### src/led_blink_code_sequencer_assert.svh
// assertion macros shared by the led blink code sequencer rtl
`ifndef LED_BLINK_CODE_SEQUENCER_ASSERT_SVH
`define LED_BLINK_CODE_SEQUENCER_ASSERT_SVH

// antecedent true implies consequent in the same cycle
`define LBCS_ASSERT_IMPL(label, ck, rn, ante, cons, msg) \
	label: assert property (@(posedge ck) disable iff (!rn) (ante) |-> (cons)) \
		else $error(msg);

// antecedent true implies consequent in the next cycle
`define LBCS_ASSERT_NEXT(label, ck, rn, ante, cons, msg) \
	label: assert property (@(posedge ck) disable iff (!rn) (ante) |=> (cons)) \
		else $error(msg);

`endif

### src/lbcs_pkg.sv
// types and constants of the led blink code sequencer
package lbcs_pkg;

	localparam int DUR_W      = 16;
	localparam int LEN_W      = 5;
	localparam int SYM_W      = 32;
	localparam int SYM_SLOTS  = SYM_W / 2;
	localparam int CFG_IDX_W  = 3;
	localparam int CFG_DATA_W = 32;

	// symbol codes in the pattern word, code three reads as blank
	localparam logic [1:0] SYM_BLANK = 2'd0;
	localparam logic [1:0] SYM_DOT   = 2'd1;
	localparam logic [1:0] SYM_DASH  = 2'd2;

	typedef enum logic [1:0] {
		PH_ON     = 2'd0,
		PH_GAP    = 2'd1,
		PH_REPEAT = 2'd2
	} phase_t;

	typedef enum logic [CFG_IDX_W-1:0] {
		REG_DOT_TICKS       = 3'd0,
		REG_DASH_TICKS      = 3'd1,
		REG_GAP_TICKS       = 3'd2,
		REG_REPEAT_TICKS    = 3'd3,
		REG_PATTERN_LENGTH  = 3'd4,
		REG_PATTERN_SYMBOLS = 3'd5
	} reg_idx_t;

	localparam logic [DUR_W-1:0] DOT_TICKS_RST       = 16'd200;
	localparam logic [DUR_W-1:0] DASH_TICKS_RST      = 16'd600;
	localparam logic [DUR_W-1:0] GAP_TICKS_RST       = 16'd200;
	localparam logic [DUR_W-1:0] REPEAT_TICKS_RST    = 16'd2000;
	localparam logic [LEN_W-1:0] PATTERN_LENGTH_RST  = 5'd5;
	localparam logic [SYM_W-1:0] PATTERN_SYMBOLS_RST = 32'd597;

	// one result word
	typedef struct packed {
		logic       led_on;
		logic [3:0] symbol_index;
		phase_t     phase;
	} res_t;

endpackage

### src/lbcs_step.sv
// one tick of the blink sequencer: settle the position, form the result, count the tick
module lbcs_step #(
	parameter int MAX_SYMBOLS = 16,
	parameter int TICK_WIDTH  = 16
) (
	input  logic                                                   restart,
	input  lbcs_pkg::phase_t                                       phase_cur,
	input  logic [$clog2(MAX_SYMBOLS > 1 ? MAX_SYMBOLS : 2)-1:0]   pos_cur,
	input  logic [TICK_WIDTH-1:0]                                  cnt_cur,
	input  logic [lbcs_pkg::DUR_W-1:0]                             dot_ticks,
	input  logic [lbcs_pkg::DUR_W-1:0]                             dash_ticks,
	input  logic [lbcs_pkg::DUR_W-1:0]                             gap_ticks,
	input  logic [lbcs_pkg::DUR_W-1:0]                             repeat_ticks,
	input  logic [lbcs_pkg::LEN_W-1:0]                             pattern_length,
	input  logic [lbcs_pkg::SYM_W-1:0]                             pattern_symbols,
	output lbcs_pkg::res_t                                         res,
	output lbcs_pkg::phase_t                                       phase_nxt,
	output logic [$clog2(MAX_SYMBOLS > 1 ? MAX_SYMBOLS : 2)-1:0]   pos_nxt,
	output logic [TICK_WIDTH-1:0]                                  cnt_nxt
);

	localparam int PW = $clog2(MAX_SYMBOLS > 1 ? MAX_SYMBOLS : 2);
	localparam int LW = $clog2(MAX_SYMBOLS + 1);
	localparam int KW = $clog2(2 * MAX_SYMBOLS + 1);
	localparam int DW = (TICK_WIDTH < lbcs_pkg::DUR_W) ? TICK_WIDTH : lbcs_pkg::DUR_W;
	localparam int SETTLE_STEPS = 2 * MAX_SYMBOLS + 4;

	typedef struct packed {
		lbcs_pkg::phase_t ph;
		logic [PW-1:0]    pos;
	} loc_t;

	logic [TICK_WIDTH-1:0] dot_dur, dash_dur, gap_dur, rep_dur;
	logic                  dot_nz, dash_nz, gap_nz, rep_nz;
	logic [LW-1:0]         len;
	logic                  len_zero;
	logic [PW-1:0]         last_pos;
	logic [MAX_SYMBOLS-1:0] is_dot, is_dash, nz_on, ge_mask, gt_mask, from_vec;
	loc_t                  s_loc, a_loc, srch_loc, f_loc, nf_loc, adv_f_loc;
	logic [TICK_WIDTH-1:0] s_cnt, cur_dur, f_cnt, f_dur, inc_cnt;
	logic                  stay, srch_found, found;
	logic                  hit_from, hit_zero;
	logic [PW-1:0]         idx_from, idx_zero;
	logic [KW-1:0]         wrap_off [MAX_SYMBOLS+1];
	logic [KW-1:0]         two_len, k0, kf;
	logic [KW:0]           k_sum, k_len;

	function automatic loc_t advance_loc(loc_t cur, logic [LW-1:0] n);
		loc_t nxt;
		nxt = cur;
		unique case (cur.ph)
			lbcs_pkg::PH_ON: begin
				nxt.ph = lbcs_pkg::PH_GAP;
			end
			lbcs_pkg::PH_GAP: begin
				if ((LW+1)'(cur.pos) + (LW+1)'(1) < (LW+1)'(n)) begin
					nxt.ph  = lbcs_pkg::PH_ON;
					nxt.pos = cur.pos + PW'(1);
				end else begin
					nxt.ph = lbcs_pkg::PH_REPEAT;
				end
			end
			default: begin
				nxt.ph  = lbcs_pkg::PH_ON;
				nxt.pos = '0;
			end
		endcase
		return nxt;
	endfunction

	function automatic logic [PW-1:0] lowest_set(logic [MAX_SYMBOLS-1:0] v);
		logic [PW-1:0] r;
		r = '0;
		for (int p = MAX_SYMBOLS - 1; p >= 0; p--) begin
			if (v[p]) begin
				r = PW'(p);
			end
		end
		return r;
	endfunction

	assign dot_dur  = TICK_WIDTH'(dot_ticks[DW-1:0]);
	assign dash_dur = TICK_WIDTH'(dash_ticks[DW-1:0]);
	assign gap_dur  = TICK_WIDTH'(gap_ticks[DW-1:0]);
	assign rep_dur  = TICK_WIDTH'(repeat_ticks[DW-1:0]);
	assign dot_nz   = |dot_dur;
	assign dash_nz  = |dash_dur;
	assign gap_nz   = |gap_dur;
	assign rep_nz   = |rep_dur;

	assign len      = (32'(pattern_length) > MAX_SYMBOLS) ? LW'(MAX_SYMBOLS) : LW'(pattern_length);
	assign len_zero = (len == '0);
	assign last_pos = PW'(len - LW'(1));
	assign two_len  = KW'({len, 1'b0});

	for (genvar g = 0; g < MAX_SYMBOLS; g++) begin : g_sym
		if (g < lbcs_pkg::SYM_SLOTS) begin : g_slot
			assign is_dot[g]  = (pattern_symbols[2*g +: 2] == lbcs_pkg::SYM_DOT);
			assign is_dash[g] = (pattern_symbols[2*g +: 2] == lbcs_pkg::SYM_DASH);
		end else begin : g_blank
			assign is_dot[g]  = 1'b0;
			assign is_dash[g] = 1'b0;
		end
		assign nz_on[g]   = (LW'(g) < len) && ((is_dot[g] && dot_nz) || (is_dash[g] && dash_nz));
		assign ge_mask[g] = (a_loc.pos <= PW'(g));
		assign gt_mask[g] = (a_loc.pos < PW'(g));
	end

	// position offset after a full run of skipped phases, per pattern length
	assign wrap_off[0] = '0;
	for (genvar g = 1; g <= MAX_SYMBOLS; g++) begin : g_wrap
		localparam int WRAP = SETTLE_STEPS % (2 * g + 1);
		assign wrap_off[g] = KW'(WRAP);
	end

	always_comb begin
		if (restart) begin
			s_loc.ph  = lbcs_pkg::PH_ON;
			s_loc.pos = '0;
			s_cnt     = '0;
		end else begin
			s_loc.ph  = phase_cur;
			s_loc.pos = pos_cur;
			s_cnt     = cnt_cur;
		end
		// position beyond a shortened pattern starts over
		if (LW'(s_loc.pos) >= len) begin
			s_loc.ph  = lbcs_pkg::PH_ON;
			s_loc.pos = '0;
			s_cnt     = '0;
		end
	end

	always_comb begin
		unique case (s_loc.ph)
			lbcs_pkg::PH_ON:     cur_dur = is_dot[s_loc.pos] ? dot_dur :
			                               (is_dash[s_loc.pos] ? dash_dur : '0);
			lbcs_pkg::PH_GAP:    cur_dur = gap_dur;
			lbcs_pkg::PH_REPEAT: cur_dur = rep_dur;
			default:             cur_dur = '0;
		endcase
	end

	assign stay  = (s_cnt < cur_dur);
	assign a_loc = advance_loc(s_loc, len);

	assign from_vec = nz_on & ((a_loc.ph == lbcs_pkg::PH_GAP) ? gt_mask : ge_mask);
	assign hit_from = |from_vec;
	assign hit_zero = |nz_on;
	assign idx_from = lowest_set(from_vec);
	assign idx_zero = lowest_set(nz_on);

	// first phase with a nonzero duration, starting at the advanced position
	always_comb begin
		srch_found = 1'b1;
		srch_loc   = a_loc;
		if (gap_nz) begin
			unique case (a_loc.ph)
				lbcs_pkg::PH_ON: begin
					if (!nz_on[a_loc.pos]) begin
						srch_loc.ph = lbcs_pkg::PH_GAP;
					end
				end
				lbcs_pkg::PH_REPEAT: begin
					if (!rep_nz) begin
						srch_loc.pos = '0;
						srch_loc.ph  = nz_on[0] ? lbcs_pkg::PH_ON : lbcs_pkg::PH_GAP;
					end
				end
				default: begin
					srch_loc = a_loc;
				end
			endcase
		end else begin
			priority if ((a_loc.ph != lbcs_pkg::PH_REPEAT) && hit_from) begin
				srch_loc.ph  = lbcs_pkg::PH_ON;
				srch_loc.pos = idx_from;
			end else if (rep_nz) begin
				srch_loc.ph  = lbcs_pkg::PH_REPEAT;
				srch_loc.pos = last_pos;
			end else if (hit_zero) begin
				srch_loc.ph  = lbcs_pkg::PH_ON;
				srch_loc.pos = idx_zero;
			end else begin
				srch_found = 1'b0;
			end
		end
	end

	// every phase empty: land where the bounded settle run ends
	always_comb begin
		unique case (s_loc.ph)
			lbcs_pkg::PH_ON:     k0 = KW'({s_loc.pos, 1'b0});
			lbcs_pkg::PH_GAP:    k0 = KW'({s_loc.pos, 1'b1});
			lbcs_pkg::PH_REPEAT: k0 = two_len;
			default:             k0 = '0;
		endcase
		k_sum = (KW+1)'(k0) + (KW+1)'(wrap_off[len]);
		k_len = (KW+1)'(two_len) + (KW+1)'(1);
		kf    = (k_sum >= k_len) ? KW'(k_sum - k_len) : KW'(k_sum);
		if (kf == two_len) begin
			nf_loc.ph  = lbcs_pkg::PH_REPEAT;
			nf_loc.pos = last_pos;
		end else begin
			nf_loc.ph  = kf[0] ? lbcs_pkg::PH_GAP : lbcs_pkg::PH_ON;
			nf_loc.pos = PW'(kf >> 1);
		end
	end

	always_comb begin
		found = stay || srch_found;
		f_loc = stay ? s_loc : srch_loc;
		f_cnt = stay ? s_cnt : '0;
		unique case (f_loc.ph)
			lbcs_pkg::PH_ON:     f_dur = is_dot[f_loc.pos] ? dot_dur :
			                             (is_dash[f_loc.pos] ? dash_dur : '0);
			lbcs_pkg::PH_GAP:    f_dur = gap_dur;
			lbcs_pkg::PH_REPEAT: f_dur = rep_dur;
			default:             f_dur = '0;
		endcase
		inc_cnt   = f_cnt + TICK_WIDTH'(1);
		adv_f_loc = advance_loc(f_loc, len);
	end

	always_comb begin
		priority if (len_zero) begin
			res.led_on       = 1'b0;
			res.symbol_index = '0;
			res.phase        = lbcs_pkg::PH_REPEAT;
			phase_nxt        = lbcs_pkg::PH_ON;
			pos_nxt          = '0;
			cnt_nxt          = '0;
		end else if (!found) begin
			res.led_on       = 1'b0;
			res.symbol_index = 4'(nf_loc.pos);
			res.phase        = nf_loc.ph;
			phase_nxt        = nf_loc.ph;
			pos_nxt          = nf_loc.pos;
			cnt_nxt          = '0;
		end else begin
			res.led_on       = (f_loc.ph == lbcs_pkg::PH_ON);
			res.symbol_index = 4'(f_loc.pos);
			res.phase        = f_loc.ph;
			if (inc_cnt >= f_dur) begin
				phase_nxt = adv_f_loc.ph;
				pos_nxt   = adv_f_loc.pos;
				cnt_nxt   = '0;
			end else begin
				phase_nxt = f_loc.ph;
				pos_nxt   = f_loc.pos;
				cnt_nxt   = inc_cnt;
			end
		end
	end

endmodule

### src/led_blink_code_sequencer.sv
// led blink code sequencer top level: one input word is one millisecond tick, and each
// tick gives one result word with the led level, the symbol shown and the phase (on, gap
// or repeat wait). A tick is taken every clock cycle while in_stall is low; it is held in
// the tick register, its result then goes into the output register, and results keep
// flowing at one per cycle while the output is not stalled. The whole tick, including
// skipping phases of zero length, is one pass through the step logic between the tick
// register and the result register, since the sequencer position feeds back from one
// tick to the next. Configuration writes are taken in any cycle (ready is always high)
// and must only happen while no tick is in flight.
`include "led_blink_code_sequencer_assert.svh"

module led_blink_code_sequencer #(
	parameter int MAX_SYMBOLS = 16,
	parameter int TICK_WIDTH  = 16
) (
	input  logic                                clk,
	input  logic                                arst_n,
	input  logic                                in_valid,
	output logic                                in_stall,
	input  logic                                restart,
	output logic                                out_valid,
	input  logic                                out_stall,
	output logic                                led_on,
	output logic [3:0]                          symbol_index,
	output logic [1:0]                          phase,
	input  logic                                cfg_valid,
	output logic                                cfg_ready,
	input  logic [lbcs_pkg::CFG_IDX_W-1:0]      cfg_index,
	input  logic [lbcs_pkg::CFG_DATA_W-1:0]     cfg_data
);

	localparam int PW = $clog2(MAX_SYMBOLS > 1 ? MAX_SYMBOLS : 2);

	logic [lbcs_pkg::DUR_W-1:0] dot_ticks_q, dash_ticks_q, gap_ticks_q, repeat_ticks_q;
	logic [lbcs_pkg::LEN_W-1:0] pattern_length_q;
	logic [lbcs_pkg::SYM_W-1:0] pattern_symbols_q;

	lbcs_pkg::phase_t      phase_q, phase_nxt;
	logic [PW-1:0]         pos_q, pos_nxt;
	logic [TICK_WIDTH-1:0] cnt_q, cnt_nxt;

	logic           valid_s1, restart_s1;
	logic           valid_s2;
	lbcs_pkg::res_t res_s2, res_nxt;
	logic           accept, s2_free, fire_s1;
	logic [1:0]     lit_sym;

	assign cfg_ready = 1'b1;

	always_ff @(posedge clk or negedge arst_n) begin
		if (!arst_n) begin
			dot_ticks_q       <= lbcs_pkg::DOT_TICKS_RST;
			dash_ticks_q      <= lbcs_pkg::DASH_TICKS_RST;
			gap_ticks_q       <= lbcs_pkg::GAP_TICKS_RST;
			repeat_ticks_q    <= lbcs_pkg::REPEAT_TICKS_RST;
			pattern_length_q  <= lbcs_pkg::PATTERN_LENGTH_RST;
			pattern_symbols_q <= lbcs_pkg::PATTERN_SYMBOLS_RST;
		end else if (cfg_valid && cfg_ready) begin
			unique case (cfg_index)
				lbcs_pkg::REG_DOT_TICKS:       dot_ticks_q    <= cfg_data[lbcs_pkg::DUR_W-1:0];
				lbcs_pkg::REG_DASH_TICKS:      dash_ticks_q   <= cfg_data[lbcs_pkg::DUR_W-1:0];
				lbcs_pkg::REG_GAP_TICKS:       gap_ticks_q    <= cfg_data[lbcs_pkg::DUR_W-1:0];
				lbcs_pkg::REG_REPEAT_TICKS:    repeat_ticks_q <= cfg_data[lbcs_pkg::DUR_W-1:0];
				lbcs_pkg::REG_PATTERN_LENGTH:  pattern_length_q <= cfg_data[lbcs_pkg::LEN_W-1:0];
				lbcs_pkg::REG_PATTERN_SYMBOLS: pattern_symbols_q <= cfg_data[lbcs_pkg::SYM_W-1:0];
				default: begin
				end
			endcase
		end
	end

	// result register drains or is empty, so the tick register can move on
	assign s2_free  = !valid_s2 || !out_stall;
	assign fire_s1  = valid_s1 && s2_free;
	assign in_stall = valid_s1 && !s2_free;
	assign accept   = in_valid && !in_stall;

	always_ff @(posedge clk or negedge arst_n) begin
		if (!arst_n) begin
			valid_s1 <= 1'b0;
		end else if (accept) begin
			valid_s1 <= 1'b1;
		end else if (fire_s1) begin
			valid_s1 <= 1'b0;
		end
	end

	always_ff @(posedge clk) begin
		if (accept) begin
			restart_s1 <= restart;
		end
	end

	lbcs_step #(
		.MAX_SYMBOLS (MAX_SYMBOLS),
		.TICK_WIDTH  (TICK_WIDTH)
	) u_step (
		.restart         (restart_s1),
		.phase_cur       (phase_q),
		.pos_cur         (pos_q),
		.cnt_cur         (cnt_q),
		.dot_ticks       (dot_ticks_q),
		.dash_ticks      (dash_ticks_q),
		.gap_ticks       (gap_ticks_q),
		.repeat_ticks    (repeat_ticks_q),
		.pattern_length  (pattern_length_q),
		.pattern_symbols (pattern_symbols_q),
		.res             (res_nxt),
		.phase_nxt       (phase_nxt),
		.pos_nxt         (pos_nxt),
		.cnt_nxt         (cnt_nxt)
	);

	always_ff @(posedge clk or negedge arst_n) begin
		if (!arst_n) begin
			phase_q <= lbcs_pkg::PH_ON;
			pos_q   <= '0;
			cnt_q   <= '0;
		end else if (fire_s1) begin
			phase_q <= phase_nxt;
			pos_q   <= pos_nxt;
			cnt_q   <= cnt_nxt;
		end
	end

	always_ff @(posedge clk or negedge arst_n) begin
		if (!arst_n) begin
			valid_s2 <= 1'b0;
		end else if (fire_s1) begin
			valid_s2 <= 1'b1;
		end else if (!out_stall) begin
			valid_s2 <= 1'b0;
		end
	end

	always_ff @(posedge clk) begin
		if (fire_s1) begin
			res_s2 <= res_nxt;
		end
	end

	assign out_valid    = valid_s2;
	assign led_on       = res_s2.led_on;
	assign symbol_index = res_s2.symbol_index;
	assign phase        = 2'(res_s2.phase);

	// symbol code of the word in the result register
	assign lit_sym = pattern_symbols_q[{res_s2.symbol_index, 1'b0} +: 2];

	`LBCS_ASSERT_IMPL(a_lit_only_on, clk, arst_n, valid_s2 && res_s2.led_on,
		res_s2.phase == lbcs_pkg::PH_ON, "led lit outside the on phase")
	`LBCS_ASSERT_IMPL(a_lit_symbol, clk, arst_n, valid_s2 && res_s2.led_on,
		(lit_sym == lbcs_pkg::SYM_DOT) || (lit_sym == lbcs_pkg::SYM_DASH),
		"led lit on a blank symbol")
	`LBCS_ASSERT_IMPL(a_empty_dark, clk, arst_n, valid_s2 && (pattern_length_q == '0),
		!res_s2.led_on && (res_s2.phase == lbcs_pkg::PH_REPEAT), "empty pattern not dark")
	`LBCS_ASSERT_NEXT(a_accept_fills, clk, arst_n, accept,
		valid_s1, "accepted tick word lost")

endmodule

### config.mk
export PLATFORM = sky130hd
export DESIGN_NAME = led_blink_code_sequencer
export DESIGN_NICKNAME = d
export VERILOG_FILES = /design/src/lbcs_pkg.sv /design/src/lbcs_step.sv /design/src/led_blink_code_sequencer.sv
export VERILOG_INCLUDE_DIRS = /design/src /design/src/src
export SDC_FILE = /design/constraint.sdc
export NUM_CORES = 1
export LEC_CHECK = 0
export BUFFER_PORTS_ARGS = -buffer_cell sky130_fd_sc_hd__buf_2
export CAP_MARGIN = 20
export CORE_UTILIZATION = 35
export DETAILED_ROUTE_END_ITERATION = 6
export GPL_TIMING_DRIVEN = 1
export HOLD_SLACK_MARGIN = 0.15
export PLACE_DENSITY = 0.59
export SKIP_LAST_GASP = 1
export SLEW_MARGIN = 20
export SYNTH_ARGS = -nofsm -noshare
export SYNTH_HDL_FRONTEND = slang
export SYNTH_SLANG_ARGS = --single-unit
### constraint.sdc
create_clock -name clk -period 10.08 [get_ports clk]
set_clock_uncertainty 0.1 [all_clocks]
set_input_delay 2.016 -clock clk [delete_from_list [all_inputs] [get_ports clk]]
set_output_delay 2.016 -clock clk [all_outputs]
set_load 0.01 [all_outputs]
==> key figures, run 1 <==
Place
  • Routability cong.: 1.019
  • PortBufs: 49
  • Hpwl dp: 32480 um
  • DP Worst Slack: -77.36 ps

Worst hold path
  • HP Class: register to register
  • Worst hold start: cnt_q[15]

Synth
  • Seq cells post-synth: 133
  • Synthesized net count: 1389
  • Synth Area in XOR/XNOR: 2.568%
  • Synth Flop Type: dfrtp_1
  • Post-synth EDFFs: 8
  • Simple-gate share of the synthesized area: 17.89%
  • Most frequent cells after synthesis: mux2_2 (106), nand2_1 (104), dfrtp_1 (102)
  • Ys Warns: 0
  • Post-synthesis mux area share: 13.12%
  • Sequential fraction of the synthesis area: 29.29%
  • Synth Cell Area: 0.01160 mm2
  • Count leader, synth: mux2_2
  • Synth cell types: 98
  • Share of the synthesized area in the top cell type: 22.01%
  • Compound-Gate Fraction of Synth Area: 24.98%
  • Mapped Cells: 1276
  • Post-synthesis adder-cell area fraction: 7.984%
  • Async SR Flop Fraction: 93.98%
  • Leading area contributor after synthesis: dfrtp_1
  • Syn_area_per_cell: 9.088 um2
  • Largest family of logic cells by synthesized area: compound AO/OA/AOI/OAI gates
  • Synth top area cells: dfrtp_1 (22%), mux2_2 (10%), ha_1 (7.6%)

Die
  • Die Y: 184.0 um
  • Effective utilization at floorplan: 35.64%
  • Die Area: 0.03386 mm2
  • Std cell rows: 66
  • Ports: 51
  • Horiz. Die Dim: 184.0 um
  • Core footprint: 0.03254 mm2

Detailed routing
  • Initial drt markers: 1150
  • Vias per cell: 6.110
  • Drt wl/cell: 22.68 um
  • Via count: 11370
  • # DRC: 0
  • Number of routed nets with antenna violations: 0
  • DRT Wirelength: 42210 um
  • Initial DRT Pass Iterations: 6

Setup path
  • CP max-delay cell: mux4_2
  • Worst setup SP type: register
  • CP arrival: 10010 ps
  • Crit-path max cell delay: 550 ps
  • CP required: 10300 ps
  • Crit path top cell by count: a21o_1
  • CP Capture Type: register
  • Critical path launch point: restart_s1
  • Worst setup path class: register to register
  • R2r startpoint: restart_s1
  • Crit path max fanout: 8

STA
  • Final Hold Vio Count: 0
  • Minimum clock period: 9790 ps
  • Pins over their slew limit: 0
  • FMAX: 0.1021 GHz
  • PnR worst setup slack: 290.1 ps
  • Max_slew headroom: 21.55%
  • Measured slew at the worst slew-check pin: 1168 ps
  • Period utilisation layout: 97.12%
  • Final setup vio count: 0

Global route
  • Vias in the first global route: 10586
  • Initial antenna violation count: 0
  • GRT Residual Overflow: 0
  • Largest net degree at the start of global routing: 65
  • Gr usage total: 24.83%
  • First-pass GRT wire length: 63310 um

Outcome
  • Outcome: finished clean

Final layout
  • Area grow syn2layout: 21.36%
  • Nets: 1519
  • Number of diodes: 0
  • Share of cells above drive strength 1: 30.73%

Power
  • Lkg Pwr: 5.906 nW
  • PwrDens: 257.5 mW/mm2
  • Design Power: 3.624 mW
  • VDD IR max: 0.0001752 V

CTS
  • Num CTS Buffers: 17
  • Clk root buf: clkbuf_16
  • Worst skew pair latency: 440 ps
  • Register clock-pin slew on the reported worst setup and hold paths: 70 ps
  • H-tree depth: 4
  • Hold Buf Count CTS: 0
  • CTS tree: done
  • CTS sink cnt: 133
  • Bufs on Longest Clock Path: 2

Job
  • Maxcap violations: 0
[layout make-up]
class	instances	area, um2
fillers	3231	18460
multi-input cells	1030	8043
flip-flops and latches	133	3397
repair buffers	181	1299
well taps	442	553.0
clock buffers	18	429.2
clock inverters	14	187.7
inverters	43	165.2
[placed cells by master, fill, tap and decap left out, drive strengths merged, types with 20 or more instances in the layout]
cell	instances
a21oi	59
a221oi	23
a22o	52
and2	27
buf	181
dfrtp	102
dfstp	23
ha	70
inv	50
mux2	106
mux2i	23
nand2	105
nand2b	45
nand3	33
nor2	73
nor2b	28
nor4	22
o211ai	28
o21ai	65
o22ai	20
xnor2	20
[metrics by stage]
stage / hold WS (ps) / TNS (ps) / utilization, % / instances / cell area (um2)
after detailed placement: 387.2 / -186.8 / 39.79 / 1806 / 12950
after global placement: 373.5 / -2621 / 39.78 / 1806 / 12940
after global routing: 427.5 / -199.7 / 43.25 / 1861 / 14070
final: 399.1 / 0 / 43.25 / 1861 / 14070
after CTS: 402.3 / 0 / 41.71 / 1838 / 13570
after floorplan: 357.4 / 0 / - / 1276 / 11610
[registers in the layout, summed over array words and instances, names as in the netlist]
name,cells
restart_s1,1
led_on,1
symbol_index,4
pos_q,4
phase,2
cnt_q,16
dash_ticks_q,16
phase_q,2
out_valid,1
valid_s1,1
repeat_ticks_q,16
pattern_symbols_q,32
gap_ticks_q,16
dot_ticks_q,16
pattern_length_q,5
[routing by layer]
layer | vias up | track usage (%) | share of wire (%)
li1 | 5145 | - | -
met1 | 5501 | 35.36 | 44
met2 | 642 | 37.18 | 44
met3 | 82 | 4.952 | 9.5
met4 | 0 | 8.267 | 2.6
met5 | - | 0 | 0
[kinds of logic (layout without fill, tap and decap cells)]
family / Yosys count / after routing
and+or+nand+nor: 402 / 402
xor gates and xnor gates: 34 / 34
adders and majority gates: 73 / 73
DFF: 133 / 133
buffers and inverters: 114 / 256
AOI/OAI and AO/OA: 386 / 387
other: 1 / 1
muxes: 133 / 133
[worst paths after layout]
check,endpoint,slack [ps],depth (start not counted)
max reg2reg,phase_q[1],290,48
min,cnt_q[15],400,1
max in group asynchronous,pattern_symbols_q[22],6970,2
min reg2reg,cnt_q[15],400,1
max,phase_q[1],290,48
min in group asynchronous,cnt_q[11],1550,1
[what timing repair did]
action	in CTS	in global routing
gates resized for setup	2	78
cloned	0	2
pin swaps	0	28
endpoints found under the setup margin	21	22
setup buffers	0	21
[worst max-delay path, delay by kind of cell (launching register included)]
family                     cells  cell delay, ps
AOI/OAI and AO/OA             25            5420
adders and majority gates      3             770
buffers and inverters          8            1020
DFF                            1             450
muxes                          3             870
and+or+nand+nor                9            1040
[report_power, final]
group,leakage (nW),switching (mW),internal [mW]
Combinational,4.02,1.23,0.934
Sequential,1.58,0.133,0.664
Clock,0.306,0.266,0.397
No activity file was read; power rests on OpenSTA's default activity.
==> run 2, diff against run 1 <==
--- a/config.mk
+++ b/config.mk
@@ -8,11 +8,11 @@
 export LEC_CHECK = 0
 export BUFFER_PORTS_ARGS = -buffer_cell sky130_fd_sc_hd__buf_2
 export CAP_MARGIN = 20
-export CORE_UTILIZATION = 35
+export CORE_UTILIZATION = 43
 export DETAILED_ROUTE_END_ITERATION = 6
 export GPL_TIMING_DRIVEN = 1
 export HOLD_SLACK_MARGIN = 0.15
-export PLACE_DENSITY = 0.59
+export PLACE_DENSITY = 0.68
 export SKIP_LAST_GASP = 1
 export SLEW_MARGIN = 20
 export SYNTH_ARGS = -nofsm -noshare
==> key figures, run 2 (synthesis gave the netlist of run 1 again) <==
Setup path
  • CP required: 10290 ps (about the same)
  • Worst setup SP type: register
  • R2R Setup Slk: 280 ps (about the same)
  • CP Capture Type: register
  • R2R Path End: phase_q[0]
  • Critical path launch point: restart_s1
  • CP max-delay cell: or4_1
  • Crit-path max cell delay: 600 ps (+50 ps)
  • Crit path max fanout: 11 (+3)
  • R2r startpoint: restart_s1
  • CP arrival: 10010 ps (about the same)
  • Crit path top cell by count: a21o_1
  • FF-to-FF path depth: 43 (-10%)
  • Worst setup path class: register to register

Detailed routing
  • Number of routed nets with antenna violations: 0 (unchanged)
  • Vias per cell: 6.572 (+7.6%)
  • DRT Wirelength: 41670 um (-1.3%)
  • Initial drt markers: 1411 (+23%)
  • Via count: 11357 (-0.11%)
  • Initial DRT Pass Iterations: 7 (+1)
  • Drt wl/cell: 24.12 um (+6.3%)
  • # DRC: 12 (+12)

CTS
  • Bufs on Longest Clock Path: 2 (unchanged)
  • Num CTS Buffers: 17 (unchanged)
  • CTS sink cnt: 133 (unchanged)
  • Worst skew pair latency: 440 ps (about the same)
  • Hold Buf Count CTS: 0 (unchanged)
  • Clk root buf: clkbuf_16
  • CTS tree: done
  • Register clock-pin slew on the reported worst setup and hold paths: 70 ps (about the same)
  • H-tree depth: 4 (unchanged)

Job
  • Maxcap violations: 0 (unchanged)

Power
  • PwrDens: 259.4 mW/mm2 (+0.74%)
  • Clock network fraction of design power: 19.3% (+1.0 points)
  • Design Power: 3.518 mW (-2.9%)
  • Sequential share of power: 22.6% (+0.6 points)
  • Psw: 1.613 mW (-0.91%)
  • Cell internal pwr: 1.905 mW (-4.6%)
  • Lkg Pwr: 5.740 nW (-2.8%)
  • Net Sw Frac: 45.86% (+0.93 points)
  • VDD IR max: 0.0001357 V (-23%)
  • Comb pwr share: 58.1% (-1.6 points)

Global route
  • Gr usage total: 29.72% (+4.9 points)
  • First-pass GRT wire length: 63460 um (+0.24%)
  • GRT Residual Overflow: 0 (unchanged)
  • Global route hottest layer: met2
  • Vias in the first global route: 10556 (-0.28%)
  • M3 GR Usage: 5.863% (+0.91 points)
  • Met2 Use GR: 44.47% (+7.3 points)
  • Global Route met1 Usage: 43.35% (+8.0 points)
  • Largest net degree at the start of global routing: 84 (+29%)
  • Initial antenna violation count: 0 (unchanged)

Final layout
  • Final Instance Area: 0.01356 mm2 (-3.6%)
  • Final Util: 51.60% (+8.3 points)
  • Nets: 1493 (-1.7%)
  • Area grow syn2layout: 16.95%
  • Max reg flops: 32 (unchanged)
  • Share of cells above drive strength 1: 28.14% (-2.6 points)
  • Commonest non-fill, non-tap cell in the layout: mux2_2
  • Top reg by flops: pattern_symbols_q
  • Most frequent cells in the layout: mux2_2 (106), nand2_1 (102), dfrtp_1 (102)
  • Number of diodes: 0 (unchanged)

Place
  • Hpwl dp: 31580 um (-2.8%)
  • Area after DPL: 0.01266 mm2 (-2.2%)
  • PortBufs: 49 (unchanged)
  • Routability cong.: 0.9865 (-3.2%)

Worst hold path
  • Hold endpoint: out_valid
  • HP Class: register to register
  • Hold depth: 1 (unchanged)
  • Worst hold start: valid_s1

STA
  • Final setup vio count: 0 (unchanged)
  • Final Hold Vio Count: 0 (unchanged)
  • Minimum clock period: 9801 ps (+10.79 ps)
  • FMAX: 0.1020 GHz (-0.11%)
  • Period utilisation layout: 97.23% (+0.11 points)
  • Max_slew headroom: 27.19% (+5.6 points)
  • Measured slew at the worst slew-check pin: 1084 ps (-83.99 ps)
  • Pins over their slew limit: 0 (unchanged)
  • Hold WS: 402.8 ps (+3.641 ps)

Outcome
  • Outcome: finished with violations
  • Failing checks: DRC

Die
  • Die Area: 0.02763 mm2 (-18%)
  • Die Y: 166.2 um (-9.7%)
  • Horiz. Die Dim: 166.2 um (-9.7%)
  • Core footprint: 0.02628 mm2 (-19%)
  • Std cell rows: 59 (-11%)
  • Effective utilization at floorplan: 44.12% (+8.5 points)
  • Ports: 51 (unchanged)
run 2: area by class of cell:
| type | instances | area [um2] |
|---|---|---|
| clock inverter | 15 | 202.7 |
| tap | 335 | 419.2 |
| multi-input combinational | 1030 | 7888 |
| inverter | 43 | 162.7 |
| timing repair buffer | 155 | 1067 |
| fill | 2431 | 12720 |
| sequential | 133 | 3397 |
| clock buffer | 17 | 425.4 |
run 2: layer usage:
layer / vias to the layer above / share of wire (%)
met5: - / 0
met4: 0 / 2.2
met3: 86 / 10
met2: 668 / 44
met1: 5517 / 44
li1: 5086 / -
run 2: how the worst max path moves through the flow:
| stage | to | slack, ps |
|---|---|---|
| 2_1_floorplan | cnt_q[8] | 6 |
| 3_3_place_gp | pos_q[3] | 100 |
| 3_5_place_dp | pos_q[3] | 170 |
| 4_1_cts | pos_q[3] | 80 |
| 5_1_grt | pos_q[0] | -20 |
| 6_report | phase_q[0] | 280 |
run 2: what timing repair did:
action | 4_1_cts | 5_1_grt
endpoints found under the hold margin | 0 | 0
setup buffers | 0 | 12
setup endpoints to repair | 0 | 22
resized for setup | 0 | 46
run 2: power groups by stage:
stage                     logic (mW)  registers, mW  clock network, mW
final                           2.04          0.794              0.679
after global routing            2.20          0.806              0.705
after CTS                       1.91          0.786              0.682
after detailed placement        1.90          0.794                  0
after global placement          1.88          0.792                  0
after floorplan                 1.33          0.749                  0
run 2: through the flow:
stage,setup TNS [ps],setup WS [ps],instances
after floorplan,0,6.117,1276
after global placement,0,97.78,1682
after detailed placement,0,167.4,1682
after CTS,0,84.16,1714
after global routing,-29.88,-17.97,1728
final,0,279.3,1728
run 2: worst max-delay path: cells and delay by family, from the launching register on:
kind	cells	cell delay (ps)
compound gates	20	4260
simple gates	10	2040
fa+ha+maj	4	1020
buf+inv	6	1010
mux	3	840
flops	1	410
